==> src/rtl/core/sfd_pkg.sv <==
// Shared types and constants for the sensor frame deframer.
// Used by the top level and the port checker.
// No dependencies.
package sfd_pkg;

  // Default number of sensor channels in one frame.
  localparam int unsigned SENSOR_COUNT_DEF = 6;

  // Byte that closes a frame.
  localparam logic [7:0] FEED_BYTE = 8'h0A;

  // Scaling divisor and its truncated 2^32 reciprocal, floor(2^32 / 1023).
  localparam int unsigned  DIVISOR   = 1023;
  localparam logic [22:0]  RECIP     = 23'd4198404;

  // Result field widths and the packed stream widths.
  localparam int unsigned INDEX_W    = 3;
  localparam int unsigned RAW_W      = 16;
  localparam int unsigned SCALED_W   = 23;
  localparam int unsigned IN_TDATA_W = 8;
  localparam int unsigned OUT_TDATA_W = 48;

  // Control states of the deframer.
  typedef enum logic [2:0] {
    ST_RECV,
    ST_READ,
    ST_MUL,
    ST_FIX,
    ST_OUT
  } state_e;

endpackage

==> src/rtl/core/sfd_ram.sv <==
// Generic single-port-write, single-port-read RAM with a registered read.
// Used for the frame byte-pair store; depends on nothing else.
module sfd_ram #(
  parameter int unsigned WIDTH = 16,
  parameter int unsigned DEPTH = 6,
  localparam int unsigned ADDR_W = (DEPTH > 1) ? $clog2(DEPTH) : 1
) (
  input  logic              clk_i,
  input  logic              we_i,
  input  logic [ADDR_W-1:0] waddr_i,
  input  logic [WIDTH-1:0]  wdata_i,
  input  logic              re_i,
  input  logic [ADDR_W-1:0] raddr_i,
  output logic [WIDTH-1:0]  rdata_o
);

  logic [WIDTH-1:0] mem_q [DEPTH];
  logic [WIDTH-1:0] rdata_q;

  // Write port.
  always_ff @(posedge clk_i) begin
    if (we_i) begin
      mem_q[waddr_i] <= wdata_i;
    end
  end

  // Registered read port.
  always_ff @(posedge clk_i) begin
    if (re_i) begin
      rdata_q <= mem_q[raddr_i];
    end
  end

  assign rdata_o = rdata_q;

endmodule

==> src/rtl/core/sensor_frame_deframer.sv <==
// Sensor frame deframer top level: frames a serial byte stream at line feeds
// and emits one scaled reading per sensor. Depends on sfd_pkg and sfd_ram.
//
//   Channel   Group     Payload (lowest bit first)
//   -------   -------   ---------------------------------------------------
//   input     s_axis    tdata: rx_byte[7:0]
//   output    m_axis    tdata: sensor_index[2:0], raw_reading[18:3],
//                              scaled_reading[41:19], zero[47:42]
//                       tlast: last_of_frame
//
// Bytes are taken only while the block is receiving. A line feed that closes
// a frame of the right length starts a burst of SENSOR_COUNT results; each
// result takes four steps (RAM read, multiply by the reciprocal, remainder
// correction, output, which waits for the transaction), and no input is
// taken during the burst. Reset clears the byte counter and the control
// state; the frame RAM is not cleared. Output stalls hold the result.
module sensor_frame_deframer #(
  parameter int unsigned SENSOR_COUNT = sfd_pkg::SENSOR_COUNT_DEF
) (
  input  logic                               clk_i,
  input  logic                               rst_ni,
  // Input stream: rx_byte[7:0].
  input  logic                               s_axis_tvalid,
  output logic                               s_axis_tready,
  input  logic [sfd_pkg::IN_TDATA_W-1:0]     s_axis_tdata,
  // Output stream: sensor_index[2:0], raw_reading[18:3],
  // scaled_reading[41:19], zero fill[47:42].
  output logic                               m_axis_tvalid,
  input  logic                               m_axis_tready,
  output logic [sfd_pkg::OUT_TDATA_W-1:0]    m_axis_tdata,
  // last_of_frame.
  output logic                               m_axis_tlast
);

  localparam int unsigned DATA_LEN  = 2 * SENSOR_COUNT;
  localparam int unsigned FRAME_LEN = DATA_LEN + 1;
  localparam int unsigned COUNT_MAX = DATA_LEN + 2;
  localparam int unsigned CNT_W     = $clog2(COUNT_MAX + 1);
  localparam int unsigned IDX_W     = (SENSOR_COUNT > 1) ? $clog2(SENSOR_COUNT) : 1;
  localparam int unsigned RAW_W     = sfd_pkg::RAW_W;
  localparam int unsigned SCALED_W  = sfd_pkg::SCALED_W;
  localparam int unsigned PROD_W    = RAW_W + SCALED_W;
  localparam int unsigned NUM_W     = RAW_W + 16;

  localparam logic [CNT_W-1:0] DataLenC  = CNT_W'(DATA_LEN);
  localparam logic [CNT_W-1:0] FrameLenC = CNT_W'(FRAME_LEN);
  localparam logic [CNT_W-1:0] CountMaxC = CNT_W'(COUNT_MAX);
  localparam logic [IDX_W-1:0] LastIdxC  = IDX_W'(SENSOR_COUNT - 1);
  localparam logic [NUM_W:0]   DivisorC  = (NUM_W + 1)'(sfd_pkg::DIVISOR);

  sfd_pkg::state_e state_q, state_d;

  logic [CNT_W-1:0]    cnt_q, cnt_d;
  logic [IDX_W-1:0]    sidx_q, sidx_d;
  logic [7:0]          hi_q;
  logic [RAW_W-1:0]    raw_q;
  logic [PROD_W-1:0]   prod_q;
  logic [RAW_W-1:0]    out_raw_q;
  logic [SCALED_W-1:0] out_scaled_q;
  logic [IDX_W-1:0]    out_idx_q;
  logic                out_last_q;

  logic                in_xact;
  logic                out_xact;
  logic                is_feed;
  logic                ram_we;
  logic                ram_re;
  logic [IDX_W-1:0]    ram_waddr;
  logic [RAW_W-1:0]    ram_rdata;

  logic [SCALED_W-1:0] q_est;
  logic [NUM_W:0]      num_ext;
  logic [NUM_W:0]      back_prod;
  logic [NUM_W:0]      remainder;
  logic [SCALED_W-1:0] q_fix;

  assign in_xact  = s_axis_tvalid && s_axis_tready;
  assign out_xact = m_axis_tvalid && m_axis_tready;
  assign is_feed  = (s_axis_tdata == sfd_pkg::FEED_BYTE);

  // A data byte at an odd position completes a byte pair, written as one word.
  assign ram_waddr = IDX_W'(cnt_q >> 1);
  assign ram_we    = in_xact && !is_feed && (cnt_q < DataLenC) && cnt_q[0];
  assign ram_re    = (state_q == sfd_pkg::ST_READ);

  sfd_ram #(
    .WIDTH (RAW_W),
    .DEPTH (SENSOR_COUNT)
  ) u_frame_ram (
    .clk_i   (clk_i),
    .we_i    (ram_we),
    .waddr_i (ram_waddr),
    .wdata_i ({hi_q, s_axis_tdata}),
    .re_i    (ram_re),
    .raddr_i (sidx_q),
    .rdata_o (ram_rdata)
  );

  // Next state, byte counter and sensor index.
  always_comb begin
    state_d = state_q;
    cnt_d   = cnt_q;
    sidx_d  = sidx_q;
    case (state_q)
      sfd_pkg::ST_RECV: begin
        if (in_xact) begin
          if (is_feed) begin
            cnt_d  = '0;
            sidx_d = '0;
            if (cnt_q == FrameLenC) begin
              state_d = sfd_pkg::ST_READ;
            end
          end else if (cnt_q < CountMaxC) begin
            cnt_d = cnt_q + 1'b1;
          end
        end
      end
      sfd_pkg::ST_READ: state_d = sfd_pkg::ST_MUL;
      sfd_pkg::ST_MUL:  state_d = sfd_pkg::ST_FIX;
      sfd_pkg::ST_FIX:  state_d = sfd_pkg::ST_OUT;
      sfd_pkg::ST_OUT: begin
        if (out_xact) begin
          if (sidx_q == LastIdxC) begin
            state_d = sfd_pkg::ST_RECV;
          end else begin
            sidx_d  = sidx_q + 1'b1;
            state_d = sfd_pkg::ST_READ;
          end
        end
      end
      default: state_d = sfd_pkg::ST_RECV;
    endcase
  end

  // Control registers.
  always_ff @(posedge clk_i or negedge rst_ni) begin
    if (!rst_ni) begin
      state_q <= sfd_pkg::ST_RECV;
      cnt_q   <= '0;
      sidx_q  <= '0;
    end else begin
      state_q <= state_d;
      cnt_q   <= cnt_d;
      sidx_q  <= sidx_d;
    end
  end

  // Reciprocal estimate is low by at most one; the remainder fixes it.
  assign q_est     = prod_q[PROD_W-1:16];
  assign num_ext   = {1'b0, raw_q, 16'b0};
  assign back_prod = {q_est, 10'b0} - (NUM_W + 1)'(q_est);
  assign remainder = num_ext - back_prod;
  assign q_fix     = q_est + SCALED_W'(remainder >= DivisorC);

  // Datapath registers: high byte holding, multiply stage and output stage.
  always_ff @(posedge clk_i) begin
    if (in_xact && !is_feed && !cnt_q[0]) begin
      hi_q <= s_axis_tdata;
    end
    if (state_q == sfd_pkg::ST_MUL) begin
      raw_q  <= ram_rdata;
      prod_q <= PROD_W'(ram_rdata) * PROD_W'(sfd_pkg::RECIP);
    end
    if (state_q == sfd_pkg::ST_FIX) begin
      out_raw_q    <= raw_q;
      out_scaled_q <= q_fix;
      out_idx_q    <= sidx_q;
      out_last_q   <= (sidx_q == LastIdxC);
    end
  end

  assign s_axis_tready = (state_q == sfd_pkg::ST_RECV);
  assign m_axis_tvalid = (state_q == sfd_pkg::ST_OUT);
  assign m_axis_tlast  = out_last_q;
  assign m_axis_tdata  = {6'b0, out_scaled_q, out_raw_q, sfd_pkg::INDEX_W'(out_idx_q)};

endmodule

==> config.mk <==
export PLATFORM = sky130hd
export DESIGN_NAME = sensor_frame_deframer
export DESIGN_NICKNAME = d
export VERILOG_FILES = /design/src/rtl/core/sfd_pkg.sv /design/src/rtl/core/sfd_ram.sv /design/src/rtl/core/sensor_frame_deframer.sv
export SDC_FILE = /design/constraint.sdc
export NUM_CORES = 1
export LEC_CHECK = 0
export BUFFER_PORTS_ARGS = -buffer_cell sky130_fd_sc_hd__clkbuf_2
export CORE_ASPECT_RATIO = 1.2
export CORE_MARGIN = 2
export CORE_UTILIZATION = 56
export DETAILED_ROUTE_END_ITERATION = 7
export PLACE_DENSITY = 0.8
export SLEW_MARGIN = 5
export SYNTH_ARGS = -nofsm -noshare
export SYNTH_HDL_FRONTEND = slang
export SYNTH_SLANG_ARGS = --single-unit
==> constraint.sdc <==
create_clock -name clk_i -period 4.5 [get_ports clk_i]
set_input_delay 0 -clock clk_i [delete_from_list [all_inputs] [get_ports clk_i]]
set_output_delay 0 -clock clk_i [all_outputs]
set_load 0.01 [all_outputs]
==> results of run 1 <==
==> cells in the final DEF (no fill, tap or decap), types with 7 or more instances in the layout <==
cell,n
buf_6,14
o21ai_0,14
a21oi_1,39
clkbuf_16,23
xnor2_2,8
nor2_2,7
nand4_1,11
dfrtp_1,9
dlygate4sd3_1,12
mux4_2,16
nor3_1,11
nand2_1,42
inv_2,10
inv_1,41
a21o_1,17
nand3_1,16
nor2_1,52
xor2_1,15
ha_1,58
a21oi_2,14
xnor2_1,35
edfxtp_1,202
buf_4,141
mux2i_1,19
clkbuf_2,56
ha_4,20
==> tightest hold or removal path: stages <==
cell and delay [ns]:
dlygate4sd3_1 0.53, clkbuf_2 0.12, o21bai_1 0.07
==> state kept, by name, summed over array words and instances (netlist names) <==
register	cells
cnt_q	4
hi_q	8
m_axis_tlast	1
out_idx_q	3
out_raw_q	16
out_scaled_q	23
prod_q	23
raw_q	16
sidx_q	3
state_q	3
u_frame_ram.mem_q	96
u_frame_ram.rdata_o	16
==> cells by family after synthesis <==
| group | Yosys count |
|---|---|
| AND/OR/NAND/NOR | 210 |
| adder cells (fa/ha/maj) | 91 |
| flip-flops | 212 |
| XOR/XNOR | 61 |
| other | 1 |
| AO/OA/AOI/OAI | 158 |
| buffers and inverters | 86 |
| multiplexers | 38 |
==> synth_stat cells, drive strengths merged, types with 3 or more instances <==
cell,instances
a2111oi,5
a211oi,8
a21o,17
a21oi,57
a31oi,3
and2,4
and3,9
buf,11
clkbuf,23
dfrtp,10
edfxtp,202
fa,7
ha,84
inv,52
mux2,3
mux2i,19
mux4,16
nand2,50
nand2b,5
nand3,21
nand3b,4
nand4,11
nor2,62
nor2b,6
nor3,11
nor3b,6
nor4,7
o211ai,6
o21a,6
o21ai,28
o21bai,5
or3,3
or4,4
xnor2,43
xor2,18
==> metal layers <==
metal / share of wire / vias up / routed length (um)
met1: 0.37 / 3827 / 9980
met5: 0 / - / 0
met3: 0.047 / 84 / 1280
li1: - / 3633 / -
met2: 0.54 / 281 / 14600
met4: 0.047 / 0 / 1270
==> worst max-delay path by stage <==
stage | start | endpoint | cells past startpoint
floorplan | prod_q[18] | out_scaled_q[22] | 20
global placement | prod_q[27] | out_scaled_q[22] | 20
detailed placement | prod_q[26] | out_scaled_q[18] | 21
CTS | prod_q[26] | out_scaled_q[18] | 21
global route | prod_q[26] | out_scaled_q[18] | 21
finish | prod_q[28] | out_scaled_q[22] | 21
==> metrics by stage <==
step	cell area (um^2)	worst slack, ns	hold WS (ns)
after CTS	13900	-0.0213	0.221
after global placement	12500	-0.147	-0.121
after global routing	14400	-0.230	0.261
after floorplan	11200	0.0179	-0.296
after detailed placement	12500	-0.296	-0.113
final	14400	-0.0835	0.238
==> repair_timing <==
item | 4_1_cts | 5_1_grt
hold endpoints to repair | 69 | 0
gates cloned | 0 | 0
hold buffers | 12 | 0
pin swaps | 35 | 62
gates resized for setup | 72 | 80
buffers inserted | 16 | 22
endpoints found under the setup margin | 15 | 18
==> final cells by class <==
type	instances	share of cell area
clock buffer	26	0.0407
clock inverter	14	0.00799
inverter	52	0.0137
multi-input combinational	564	0.364
sequential	212	0.439
tap	261	0.0227
timing repair buffer	223	0.112
==> results.toml, run 1 <==
[outcome]
status = "complete, but fails checks"
violations = "setup timing"

[worst_setup_path]
max_stage_delay_ns = 0.54
arrival_ns = 4.84
crit_path_top_delay_cell = "or4_4"
path_delay_family = "simple AND/OR/NAND/NOR gates"
crit_fanout = 6
endpoint_kind = "flop"
path_common_cell = "buf_4"
start_kind = "flop"
required_ns = 4.76
r2r_end = "out_scaled_q[22]"
worstRegToRegCells = 21
crit_chain = "buf_4 -> ha_4 -> ha_4 -> buf_4 -> a21oi_1 -> a21oi_1 -> nor2_2 -> a2111oi_4 -> buf_4 -> buf_4 -> o41a_1 -> xor2_1 -> nor2_1 -> nand4_1 -> ha_2 -> nand3_2 -> nor2_4 -> and3_4 -> inv_4 -> or4_4 -> xnor2_2"
regToRegStartpoint = "prod_q[28]"
crit_buf_inv = 5
crit_type = "reg2reg"
r2r_slack_ns = -0.08

[worst_hold_path]
whs_path_depth = 3
hold_class = "in2reg"
min_to = "state_q[2]"
hold_start = "m_axis_tready"

[clock_network]
path_clk_slew_ns = 0.06
cts_tree = "built"
cts_max_path_buffers = 3
cts-root-buf = "clkbuf_16"
clock_latency_ns = 0.51
cts_buffers = 23
cts.sinks = 212
htreeDepth = 1

[cells_and_area]
fin_cells = 1352
layout.nets = 1179
syn_to_final_growth_pct = 29.3
final_core_util = 0.737
register_area_mm2 = 0.00632
multi_input_area_mm2 = 0.00524
final_layout_size_suffix_gt1_frac = 0.368
num_antenna_cells = 0
fill_cells = 1134

[floorplan]
initial_utilization = 0.570
coreArea_mm2 = 0.0195
die_y_um = 158
ioPinCount = 63
std_cell_rows = 56
die_area_mm2 = 0.0210
die_w_um = 133

[placement]
gp_congestion = 0.968
placed_cells = 1266
dp_hpwl_um = 18000
io_buffers = 56

[drt]
drc = 0
dr_total_vias = 7825
initialDrtViolationCount = 505
wl_per_cell_um = 20.0
wl_um = 27100
drt.antenna.violating_nets = 0
routed_via_density = 5.79
first_pass_iters = 5

[grt]
grt.total_usage = 0.249
use_met2 = 0.476
antenna_found_initial = 0
grt_pass1_wl_um = 40400
grt_max_degree = 45
grt.met1_usage = 0.274
met3_usage = 0.0337
gr-max-usage-layer = "met2"
gr-total-overflow = 0
grt_pass1_vias = 7842

[yosys]
synth_cell_types = 79
syn-cell-area_mm2 = 0.0111
async_flop_share = 0.0472
seq_area_frac_synth = 0.567
synth-compound-area-share = 0.0984
yosys_register_bits = 212
synth_fa_ha_area_frac = 0.107
netlist.area_leader.share = 0.545
synth-edff-count = 202
synth-simple-area-share = 0.0931
yosys-top-cells-area = "edfxtp_1 54%, ha_1 9.4%, xnor2_1 3.4%, mux4_2 3.2%, a21oi_1 2.3%"
muxShareOfSynthArea = 0.0525
synth_flop_cell = "edfxtp_1"
synth_top_family_by_area = "adder cells"
syn_avg_cell_area_um2 = 13.0
synthCells = 857
synth_xor_area_frac = 0.0486
yosysTopAreaCell = "edfxtp_1"
synth_warnings = 0

[sta]
post-route-period-util = 1.02
max_slew_margin = 0.193
setup_violations = 7
finalCriticalPeriod_ns = 4.58
tns_ns = -0.418
drv_slew = 0
fmaxAchievable_mhz = 218
rsz0062_at_grt = "true"
worst_pin_slew_ns = 1.20
hold_viol = 0
skew_ns = 0.0182
post-route-worst-setup-slack_ns = -0.0835

[flow_run]
maxCapViolCount = 0
Power of run 1 is not shown: default switching activity piles up to over one toggle a cycle in this logic, so the estimate is an artifact.
==> run 2, diff against run 1 <==
- RECOVER_POWER: default -> 100
==> results.toml, run 2 (synthesis results as in run 1) <==
[placement]
gp_congestion = 0.968
dp_hpwl_um = 18000
dpl_cell_area_mm2 = 0.0125
io_buffers = 56

[cells_and_area]
fill_cells = 1185
final_layout_size_suffix_gt1_frac = 0.304
largest_reg_flops = 96
layout_common_cells = "202 x edfxtp_1, 127 x buf_4, 68 x clkbuf_1"
syn_to_final_growth_pct = 28.2
layout.nets = 1179
multi_input_area_mm2 = 0.00523
final_common_cell = "edfxtp_1"
num_antenna_cells = 0
final_cell_area_mm2 = 0.0143
register_area_mm2 = 0.00632
reg.largest.list = "u_frame_ram.mem_q x96, out_scaled_q x23, prod_q x23"
regMostFlops = "u_frame_ram.mem_q"

[clock_network]
clock_latency_ns = 0.51
path_clk_slew_ns = 0.06
htreeDepth = 1
cts_tree = "built"
cts-root-buf = "clkbuf_16"
cts.sinks = 212
cts_max_path_buffers = 3
cts_buffers = 23

[worst_setup_path]
required_ns = 4.76
startpoint = "prod_q[26]"
r2r_end = "out_scaled_q[18]"
crit_chain = "buf_6 -> fa_2 -> inv_2 -> ha_4 -> a21oi_4 -> o21ai_2 -> a22oi_1 -> o221ai_1 -> a2111oi_2 -> nand4_1 -> or4b_4 -> nor4_4 -> nand4_1 -> ha_2 -> nand3_2 -> nor2_4 -> and3_4 -> inv_4 -> nor2_4 -> nand3_2 -> xnor2_2"
crit_type = "reg2reg"
crit_buf_inv = 3
endpoint_kind = "flop"
max_stage_delay_ns = 0.57
arrival_ns = 4.87
endpoint = "out_scaled_q[18]"
r2r_slack_ns = -0.11
start_kind = "flop"
worstRegToRegCells = 21
crit_fanout = 3
regToRegStartpoint = "prod_q[26]"
path_delay_family = "simple AND/OR/NAND/NOR gates"
cp_num_cells = 21
crit_path_top_delay_cell = "or4b_4"

[sta]
drv_slew = 166
rsz0062_at_grt = "true"
worst_pin_slew_ns = 2.20
fmaxAchievable_mhz = 217
max_slew_margin = -0.472
skew_ns = 0.0189
post-route-period-util = 1.03
post-route-worst-setup-slack_ns = -0.113
finalCriticalPeriod_ns = 4.61
hold-worst-slack_ns = 0.239
setup_violations = 8
hold_viol = 0

[worst_hold_path]
hold_start = "m_axis_tready"
hold_class = "in2reg"

[drt]
wl_per_cell_um = 20.1
initialDrtViolationCount = 495
routed_via_density = 5.79
first_pass_iters = 5
drc = 0
drt.antenna.violating_nets = 0
dr_total_vias = 7829
wl_um = 27200

[floorplan]
std_cell_rows = 56
die_w_um = 133
ioPinCount = 63
die_y_um = 158
initial_utilization = 0.570
die_area_mm2 = 0.0210
coreArea_mm2 = 0.0195

[grt]
grt_max_degree = 45
grt_pass1_vias = 7842
grt_pass1_wl_um = 40400
grt.total_usage = 0.249
gr-total-overflow = 0
antenna_found_initial = 0

[outcome]
violations = "capacitance limit, slew limit, setup timing"
status = "complete, but fails checks"

[flow_run]
maxCapViolCount = 5
==> run 2: changes by cell type in the layout (fill, tap and decap cells not counted), moves of 2 or more <==
| cell | before | now |
|---|---|---|
| clkbuf_2 | 56 | 3 |
| clkbuf_1 | 3 | 68 |
| nor3b_2 | 2 | 0 |
| buf_4 | 141 | 127 |
| and2_1 | 3 | 1 |
| nor3b_1 | 4 | 6 |
| and2_0 | 1 | 3 |
| clkbuf_4 | 0 | 2 |
==> run 2: stage by stage <==
stage	setup WS, ns	setup TNS (ns)	cells	utilization
floorplan	0.0179	0	862	-
global placement	-0.147	-0.761	1266	0.642
detailed placement	-0.296	-1.88	1266	0.642
CTS	-0.0213	-0.0258	1333	0.710
global route	-0.230	-1.91	1352	0.730
finish	-0.113	-0.635	1352	0.730
==> run 2: worst register-to-register path: stages, from the launching register on <==
cell       delay [ns]
edfxtp_1         0.44
buf_6            0.16
fa_2             0.53
inv_2            0.05
ha_4             0.16
a21oi_4          0.14
o21ai_2          0.09
a22oi_1          0.19
o221ai_1         0.16
a2111oi_2        0.41
nand4_1          0.16
or4b_4           0.57
nor4_4           0.16
nand4_1          0.24
ha_2             0.27
nand3_2          0.09
nor2_4           0.04
and3_4           0.20
inv_4            0.07
nor2_4           0.05
nand3_2          0.11
xnor2_2          0.07
==> run 2: how the worst min path moves through the flow <==
stage	endpoint	cells past startpoint
6_report	state_q[2]	3
5_1_grt	state_q[2]	3
4_1_cts	state_q[2]	3
3_5_place_dp	cnt_q[3]	1
3_3_place_gp	sidx_q[1]	1
2_1_floorplan	cnt_q[0]	0
==> run 2: area by class of cell <==
cell class,instances,area share
clock buffers,26,0.0411
multi-input cells,564,0.366
repair buffers,223,0.105
inverters,52,0.0138
flip-flops and latches,212,0.442
well taps,261,0.0229
clock inverters,14,0.00806
==> run 2: what timing repair did <==
action,in CTS,in global routing
hold buffers,12,0
endpoints found under the setup margin,15,18
pin swaps,35,62
buffers inserted,16,22
hold endpoints to repair,69,0
gates resized for setup,72,80
==> run 2: metal layers <==
layer  track usage  up-vias  routed length (um)
met4         0.117        0                1270
met3        0.0337       83                1280
met2         0.476      273               14500
li1              -     3630                   -
met1         0.274     3843               10100
met5             0        -                   0
Power of run 2 is left out for the same reason.
==> run 3, diff against run 2 <==
- CORE_MARGIN: 2 -> default
- CORE_UTILIZATION: 56 -> 35
- PLACE_DENSITY: 0.8 -> 0.55
==> results.toml, run 3 (synthesis results as in run 1) <==
[worst_setup_path]
crit_fanout = 5
crit_chain = "fa_1 -> inv_1 -> ha_4 -> buf_4 -> nand2_4 -> o21a_1 -> a22oi_2 -> a21o_1 -> mux2_4 -> o31ai_2 -> buf_4 -> nand4_1 -> ha_2 -> nand3_2 -> nor2_2 -> and3_4 -> inv_2 -> or4_4 -> xnor2_2"
crit_type = "reg2reg"
worstRegToRegCells = 19
crit_path_top_delay_cell = "fa_1"
max_stage_delay_ns = 0.57
endpoint_kind = "flop"
startpoint = "prod_q[25]"
required_ns = 4.76
regToRegStartpoint = "prod_q[25]"
crit_buf_inv = 4
endpoint = "out_scaled_q[22]"
cp_num_cells = 19
start_kind = "flop"
path_delay_family = "simple AND/OR/NAND/NOR gates"
arrival_ns = 4.68
r2r_end = "out_scaled_q[22]"
path_common_cell = "buf_4"
r2r_slack_ns = 0.07

[floorplan]
initial_utilization = 0.355
ioPinCount = 63
coreArea_mm2 = 0.0314
die_y_um = 197
std_cell_rows = 71
die_area_mm2 = 0.0325
die_w_um = 165

[cells_and_area]
final_common_cell = "edfxtp_1"
largest_reg_flops = 96
register_area_mm2 = 0.00632
reg.largest.list = "u_frame_ram.mem_q x96, out_scaled_q x23, prod_q x23"
layout_common_cells = "202 x edfxtp_1, 132 x buf_4, 72 x clkbuf_1"
multi_input_area_mm2 = 0.00499
num_antenna_cells = 0
fill_cells = 2879
layout.nets = 1190
final_layout_size_suffix_gt1_frac = 0.272
regMostFlops = "u_frame_ram.mem_q"
syn_to_final_growth_pct = 28.1

[sta]
fmaxAchievable_mhz = 226
hold-worst-slack_ns = 0.227
skew_ns = 0.0110
rsz0062_at_grt = "true"
post-route-period-util = 0.983
hold_viol = 0
finalCriticalPeriod_ns = 4.43
drv_slew = 154
max_slew_margin = -0.438
setup_violations = 0
worst_pin_slew_ns = 2.16

[drt]
first_pass_iters = 4
dr_total_vias = 7303
drc = 0
initialDrtViolationCount = 410
drt.antenna.violating_nets = 0
wl_um = 26200
routed_via_density = 4.86
wl_per_cell_um = 17.4

[placement]
io_buffers = 56
dp_hpwl_um = 19100
gp_congestion = 0.891

[outcome]
status = "complete, but fails checks"
violations = "capacitance limit, slew limit"

[clock_network]
cts_buffers = 23
cts-root-buf = "clkbuf_16"
cts_max_path_buffers = 3
cts.sinks = 212
htreeDepth = 1
cts_tree = "built"
clock_latency_ns = 0.51
path_clk_slew_ns = 0.06

[grt]
gr-total-overflow = 0
grt_max_degree = 45
antenna_found_initial = 0
grt.total_usage = 0.164
grt_pass1_wl_um = 40300
grt_pass1_vias = 7389

[worst_hold_path]
hold_class = "in2reg"

[flow_run]
maxCapViolCount = 4
## run 3: stage by stage
stage	area, um^2	instances	util	setup WS [ns]	setup TNS (ns)
finish	14300	1504	0.455	0.0749	0
global route	14300	1504	0.455	-0.0792	-0.272
CTS	14200	1501	0.451	0.000914	0
detailed placement	12900	1433	0.412	-0.310	-2.01
global placement	12900	1433	0.412	-0.209	-1.09
floorplan	11200	862	-	0.0179	0
## run 3: worst min path at each step
stage	end	cells past startpoint	from
2_1_floorplan	cnt_q[0]	0	rst_ni
3_3_place_gp	sidx_q[2]	1	rst_ni
3_5_place_dp	sidx_q[2]	1	rst_ni
4_1_cts	state_q[2]	3	m_axis_tready
5_1_grt	state_q[2]	3	m_axis_tready
6_report	state_q[2]	3	m_axis_tready
## run 3: final cells by class
cell class | count | share of cell area
clock inverter | 15 | 0.00772
timing repair buffer | 234 | 0.110
clock buffer | 26 | 0.0411
inverter | 52 | 0.0137
multi-input combinational | 564 | 0.350
sequential | 212 | 0.443
tap | 401 | 0.0352
## run 3: worst register-to-register path, cell delays in order (launching register included)
cell,delay [ns]
edfxtp_1,0.46
fa_1,0.57
inv_1,0.07
ha_4,0.28
buf_4,0.14
nand2_4,0.09
o21a_1,0.21
a22oi_2,0.31
a21o_1,0.23
mux2_4,0.17
o31ai_2,0.06
buf_4,0.14
nand4_1,0.14
ha_2,0.22
nand3_2,0.08
nor2_2,0.11
and3_4,0.21
inv_2,0.04
or4_4,0.51
xnor2_2,0.14
## run 3: what timing repair did
action                                  in CTS  in global routing
endpoints found under the setup margin      16                 19
buffers inserted                            17                  6
hold endpoints to repair                    70                  0
resized for setup                           53                 44
cloned                                       0                  0
hold buffers                                12                  0
pin swaps                                   37                 44
## run 3: routing by layer
| layer | track usage | wire, um |
|---|---|---|
| met5 | 0 | 0 |
| met4 | 0.0642 | 879 |
| met1 | 0.191 | 10600 |
| met2 | 0.300 | 14000 |
| met3 | 0.0210 | 720 |
Power of run 3 is left out for the same reason.
